[src/rtl/psnf_pkg.sv]
// Shared types, widths and tables for the plane normal fit block.
package psnf_pkg;

  localparam int DEF_MAX_POINTS = 1024;
  localparam int DEF_COORD_BITS = 16;

  localparam int SUM_W  = 48;             // moment sums
  localparam int HALF_W = SUM_W / 2;      // partial product operand split
  localparam int PP_W   = 2 * (HALF_W + 1);
  localparam int ACC_W  = 2 * SUM_W + 2;  // a*b - c*d, exact
  localparam int MAG_W  = ACC_W - 1;
  localparam int SH_W   = 30;             // placed magnitude, top bit at 29
  localparam int SQ_W   = 2 * SH_W;
  localparam int RV_W   = 63;             // square root radicand
  localparam int N_W    = 32;             // square root result
  localparam int DV_W   = N_W + 1;        // divisor 2n
  localparam int NUM_W  = SH_W + 17;      // (sh << 16) + n
  localparam int Q_W    = 17;
  localparam int REM_W  = DV_W + 1;
  localparam int OUT_W  = 16;
  localparam int QDEPTH = 4;
  localparam int QCNT_W = $clog2(QDEPTH + 1);

  localparam logic [Q_W-1:0]   SAT_POS_Q = Q_W'(32767);
  localparam logic [Q_W-1:0]   SAT_NEG_Q = Q_W'(32768);
  localparam logic [OUT_W-1:0] SAT_POS   = 16'h7fff;
  localparam logic [OUT_W-1:0] SAT_NEG   = 16'h8000;

  typedef enum logic [1:0] {
    ST_OK    = 2'd0,
    ST_DEGEN = 2'd1,
    ST_OVF   = 2'd2
  } fit_status_t;

  typedef enum logic [2:0] {M_XX, M_YY, M_ZZ, M_XY, M_XZ, M_YZ} mom_t;

  typedef struct packed {
    logic signed [SUM_W-1:0] xx;
    logic signed [SUM_W-1:0] yy;
    logic signed [SUM_W-1:0] zz;
    logic signed [SUM_W-1:0] xy;
    logic signed [SUM_W-1:0] xz;
    logic signed [SUM_W-1:0] yz;
    logic                    ovf;
  } snap_t;

  typedef struct packed {
    mom_t a;
    mom_t b;
    mom_t c;
    mom_t d;
  } cross_t;

  typedef enum logic [3:0] {
    S_IDLE, S_CROSS, S_PICK, S_ASM, S_MAX, S_SCAN, S_PLACE,
    S_SQ, S_SQRT, S_DIVI, S_DIV, S_RES
  } solve_state_t;

  // Operands of a*b - c*d: jobs 0..2 are the minors, 3..4 the numerators
  function automatic cross_t cross_job(logic [2:0] job, logic [1:0] idx);
    cross_t j;
    j = '{M_YY, M_ZZ, M_YZ, M_YZ};
    case (job)
      3'd0: j = '{M_YY, M_ZZ, M_YZ, M_YZ};
      3'd1: j = '{M_XX, M_ZZ, M_XZ, M_XZ};
      3'd2: j = '{M_XX, M_YY, M_XY, M_XY};
      3'd3: begin
        case (idx)
          2'd0:    j = '{M_YZ, M_XZ, M_XY, M_ZZ};
          2'd1:    j = '{M_XZ, M_YZ, M_XY, M_ZZ};
          default: j = '{M_YZ, M_XY, M_XZ, M_YY};
        endcase
      end
      default: begin
        case (idx)
          2'd0:    j = '{M_YZ, M_XY, M_XZ, M_YY};
          2'd1:    j = '{M_XZ, M_XY, M_YZ, M_XX};
          default: j = '{M_XY, M_XZ, M_XX, M_YZ};
        endcase
      end
    endcase
    return j;
  endfunction

endpackage

[src/rtl/psnf_queue.sv]
// Short queue of closed moment sets between front and back.
module psnf_queue import psnf_pkg::*; (
  input  logic              clk,
  input  logic              rst,
  input  logic              push,
  input  snap_t             push_data,
  input  logic              pop,
  output snap_t             head,
  output logic [QCNT_W-1:0] cnt
);

  localparam int PTR_W = $clog2(QDEPTH);

  snap_t            ent [QDEPTH];
  logic [PTR_W-1:0] wr_ptr, rd_ptr;

  always_ff @(posedge clk) begin
    if (rst) begin
      wr_ptr <= '0;
      rd_ptr <= '0;
      cnt <= '0;
    end else begin
      if (push) wr_ptr <= wr_ptr + PTR_W'(1);
      if (pop) rd_ptr <= rd_ptr + PTR_W'(1);
      cnt <= cnt + QCNT_W'(push) - QCNT_W'(pop);
    end
  end

  always_ff @(posedge clk) begin
    if (push) ent[wr_ptr] <= push_data;
  end

  assign head = ent[rd_ptr];

endmodule

[config.mk]
export PLATFORM = sky130hd
export DESIGN_NAME = psnf_queue
export DESIGN_NICKNAME = d
export VERILOG_FILES = /design/src/rtl/psnf_pkg.sv /design/src/rtl/psnf_queue.sv
export SDC_FILE = /design/constraint.sdc
export NUM_CORES = 1
export LEC_CHECK = 0
export ABC_AREA = 0
export BUFFER_PORTS_ARGS = -buffer_cell sky130_fd_sc_hd__clkbuf_2
export CAP_MARGIN = 20
export CORE_ASPECT_RATIO = 2
export CORE_MARGIN = 10
export CORE_UTILIZATION = 50
export CTS_BUF_LIST = sky130_fd_sc_hd__clkbuf_4 sky130_fd_sc_hd__clkbuf_8
export DETAILED_ROUTE_END_ITERATION = 10
export GPL_ROUTABILITY_DRIVEN = 0
export GPL_TIMING_DRIVEN = 0
export HOLD_SLACK_MARGIN = 0.03
export PLACE_DENSITY = 0.71
export SLEW_MARGIN = 20
export SYNTH_ARGS = -nofsm -noshare
export SYNTH_HDL_FRONTEND = slang
export SYNTH_SLANG_ARGS = --single-unit
[constraint.sdc]
create_clock -name clk -period 16.8 [get_ports clk]
set_clock_uncertainty 0.1 [all_clocks]
set_input_delay 1.68 -clock clk [delete_from_list [all_inputs] [get_ports clk]]
set_output_delay 1.68 -clock clk [all_outputs]
set_load 0.02 [all_outputs]
==> load_flow_metrics.sql <==
INSERT INTO impl_metrics (metric_group, metric, value, unit) VALUES
('logic_synthesis', 'synth_most_common_cell', 'sky130_fd_sc_hd__edfxtp_1', ''),
('critical_path', 'cp.required', '15020', 'ps'),
('logic_synthesis', 'synthDominantAreaCellType', 'sky130_fd_sc_hd__edfxtp_1', ''),
('route', 'violation_count_after_the_first_detailed_routing_iteration', '1445', ''),
('global_routing', 'grt_pass1_wl', '137000', 'um'),
('clock_tree', 'post_cts_resize_count', '0', ''),
('power_and_ir_drop', 'powerDensity', '122.2', 'nW/um^2'),
('clock_tree', 'cts.path.max_buffers', '3', ''),
('floorplan', 'die_width', '225.2', 'um'),
('clock_tree', 'clk_latency', '830', 'ps'),
('floorplan', 'num_io_pins', '585', ''),
('clock_tree', 'clk_root_buffer_cell', 'sky130_fd_sc_hd__clkbuf_8', ''),
('timing', 'worst_pin_slew', '905.4', 'ps'),
('global_routing', 'antenna_found_initial', '28', ''),
('floorplan', 'height_of_the_chip', '430.4', 'um'),
('clock_tree', 'tritoncts.num_buffers', '155', ''),
('route', 'postRouteWirelength', '91870', 'um'),
('logic_synthesis', 'distinct_cells_synth', '18', ''),
('logic_synthesis', 'mean_syn_cell_area', '27.19', 'um^2'),
('global_routing', 'grt_overflow', '0', ''),
('route', 'drt_drc_violations_left', '0', ''),
('critical_path', 'crit_fanout', '10', ''),
('logic_synthesis', 'flops_latches_synth', '1165', ''),
('logic_synthesis', 'post_synth_simple_gate_area', '0.1515', '%'),
('power_and_ir_drop', 'power.static_leakage', '0.01700', 'uW'),
('logic_synthesis', 'synthDominantCellAreaShare', '82.42', '%'),
('critical_path', 'rr_endpoint', 'ent[1][272]', ''),
('logic_synthesis', 'synthFlopType', 'sky130_fd_sc_hd__edfxtp_1', ''),
('global_routing', 'grt_usage', '19.29', '%'),
('hold_path', 'worstHoldPathType', 'reg -> reg', ''),
('critical_path', 'path_class', 'reg -> out', ''),
('clock_tree', 'cts_max_level', '4', ''),
('cells_and_area', 'synthToLayoutAreaGrowth', '18.94', '%'),
('global_routing', 'grt_start_max_net_pins', '52', ''),
('logic_synthesis', 'synth-async-reset-ratio', '0', '%'),
('logic_synthesis', 'synth-seq-area-share', '82.85', '%'),
('clock_tree', 'cts_hold_buf', '0', ''),
('logic_synthesis', 'syn_nets', '1849', ''),
('timing', 'timing.final.crit_share', '30.60', '%'),
('timing', 'hold_viol_final', '0', ''),
('floorplan', 'std_cell_rows', '150', ''),
('clock_tree', 'clkSinkCount', '1165', ''),
('power_and_ir_drop', 'overall_power_after_layout', '6120', 'uW'),
('floorplan', 'placeableCoreArea', '83520', 'um^2'),
('critical_path', 'timing.rr.start', 'wr_ptr[0]', ''),
('logic_synthesis', 'ys_top_cells_by_area', 'sky130_fd_sc_hd__edfxtp_1, sky130_fd_sc_hd__mux4_2, sky130_fd_sc_hd__buf_6', ''),
('hold_path', 'hold_path.startpoint', 'rd_ptr[0]', ''),
('clock_tree', 'post-cts-setup-buffers', '0', ''),
('outcome', 'status', 'complete, no violations', ''),
('critical_path', 'cell_type_with_the_highest_occurrence_count_on_the_critical_path', 'sky130_fd_sc_hd__buf_2', ''),
('timing', 'setup_total_negative_slack', '0', 'ps'),
('critical_path', 'critPathTopFamily', 'buffers and inverters', ''),
('cells_and_area', 'final_util', '59.98', '%'),
('floorplan', 'floorplan.initialDensity', '50.43', '%'),
('power_and_ir_drop', 'vdd_drop_max', '0.00009818', 'V'),
('logic_synthesis', 'synth_enable_flop_cells', '1156', ''),
('timing', 'rsz0062_at_grt', 'false', ''),
('critical_path', 'r2r_cells', '6', ''),
('cells_and_area', 'layout_filler_cell_count', '5799', ''),
('floorplan', 'fp.dieArea', '96940', 'um^2'),
('route', 'routed-via-count', '19390', ''),
('cells_and_area', 'num-nets-final', '2616', ''),
('logic_synthesis', 'adder_cell_share_of_the_synthesized_area', '0.2258', '%'),
('critical_path', 'cpMaxStageDelayCell', 'sky130_fd_sc_hd__clkbuf_1', ''),
('timing', 'fmax', '194.5', 'MHz'),
('timing', 'finalCriticalPeriod', '5142', 'ps'),
('critical_path', 'worst_path_largest_cell_delay', '730', 'ps'),
('placement', 'io_buffers', '584', ''),
('critical_path', 'reg2reg_setup_slack', '14090', 'ps'),
('critical_path', 'worst_setup_path_end_kind', 'output pin', ''),
('critical_path', 'cp_cell_sequence', 'buf_2 -> clkbuf_1 -> buf_2 -> mux4_2 -> clkbuf_2', '');
cell usage in the layout, fill, tap and decap left out, drive strengths merged:
cell type     n
edfxtp     1156
clkbuf      799
mux4        289
buf          81
clkinv       52
diode        18
inv          12
dfxtp         9
clkinvlp      7
ha            6
nor2          5
and2          4
bufinv        3
xnor2         2
nor2b         2
a21bo         1
nand3b        1
a21oi         1
xor3          1
mux2i         1
fa            1
state kept, by name, indices dropped and copies added (netlist names), named ones only:
signal	count
ent	1156
cnt	3
rd_ptr	2
wr_ptr	2
cell families (layout without fill, tap and decap cells):
family,count (synthesis),count (layout)
flops,1165,1165
mux,290,290
buf+inv,70,954
simple gates,12,12
fa+ha+maj,7,7
xor+xnor,3,3
compound gates,2,2
other cells,0,18
metrics by stage:
stage	cells	instance area [um^2]	setup slack (ps)	hold WS (ps)
2_1_floorplan	1549	42120	7813	391.8
3_3_place_gp	3197	46370	2764	417.4
3_5_place_dp	3223	47070	12340	472.7
4_1_cts	3497	50050	11350	462.9
5_1_grt	3509	50080	11390	483.9
6_report	3515	50090	11660	471.5
power by group:
group	switching, uW	internal [uW]
Clock	990	1040
Combinational	439	284
Sequential	28.1	3340
Total	1460	4660
tightest hold or removal path, stage by stage, from the launching register on:
cell,delay [ps]
sky130_fd_sc_hd__dfxtp_1,340
sky130_fd_sc_hd__nand3b_1,110
sky130_fd_sc_hd__a21oi_1,80
final cells by class:
cell class                      count  area [um^2]  share of cell area (%)
Clock inverter                     68        427.9                  0.8542
Timing Repair Buffer              610         3616                   7.219
Buffer                             64        465.4                  0.9292
Inverter                            6        22.52                 0.04496
Antenna cell                       18        45.04                 0.08992
Clock buffer                      206         2547                   5.085
Tap cell                         1064         1331                   2.658
Sequential cell                  1165        34890                   69.66
Multi-Input combinational cell    314         6744                   13.46
worst min-delay path by stage:
stage               slack [ps]  cells past startpoint         to
finish                     470                      2  flip-flop
global route               480                      2  flip-flop
CTS                        460                      2  flip-flop
detailed placement         470                      2  flip-flop
global placement           420                      2  flip-flop
floorplan                  390                      2  flip-flop
routing by layer:
layer  GRT usage, %  part of all wire [%]
met1          21.78                    35
met2          30.85                    50
met3          9.820                    12
met4          7.356                   2.6
met5              0                  0.19
Power figures use the tool's default switching activity.
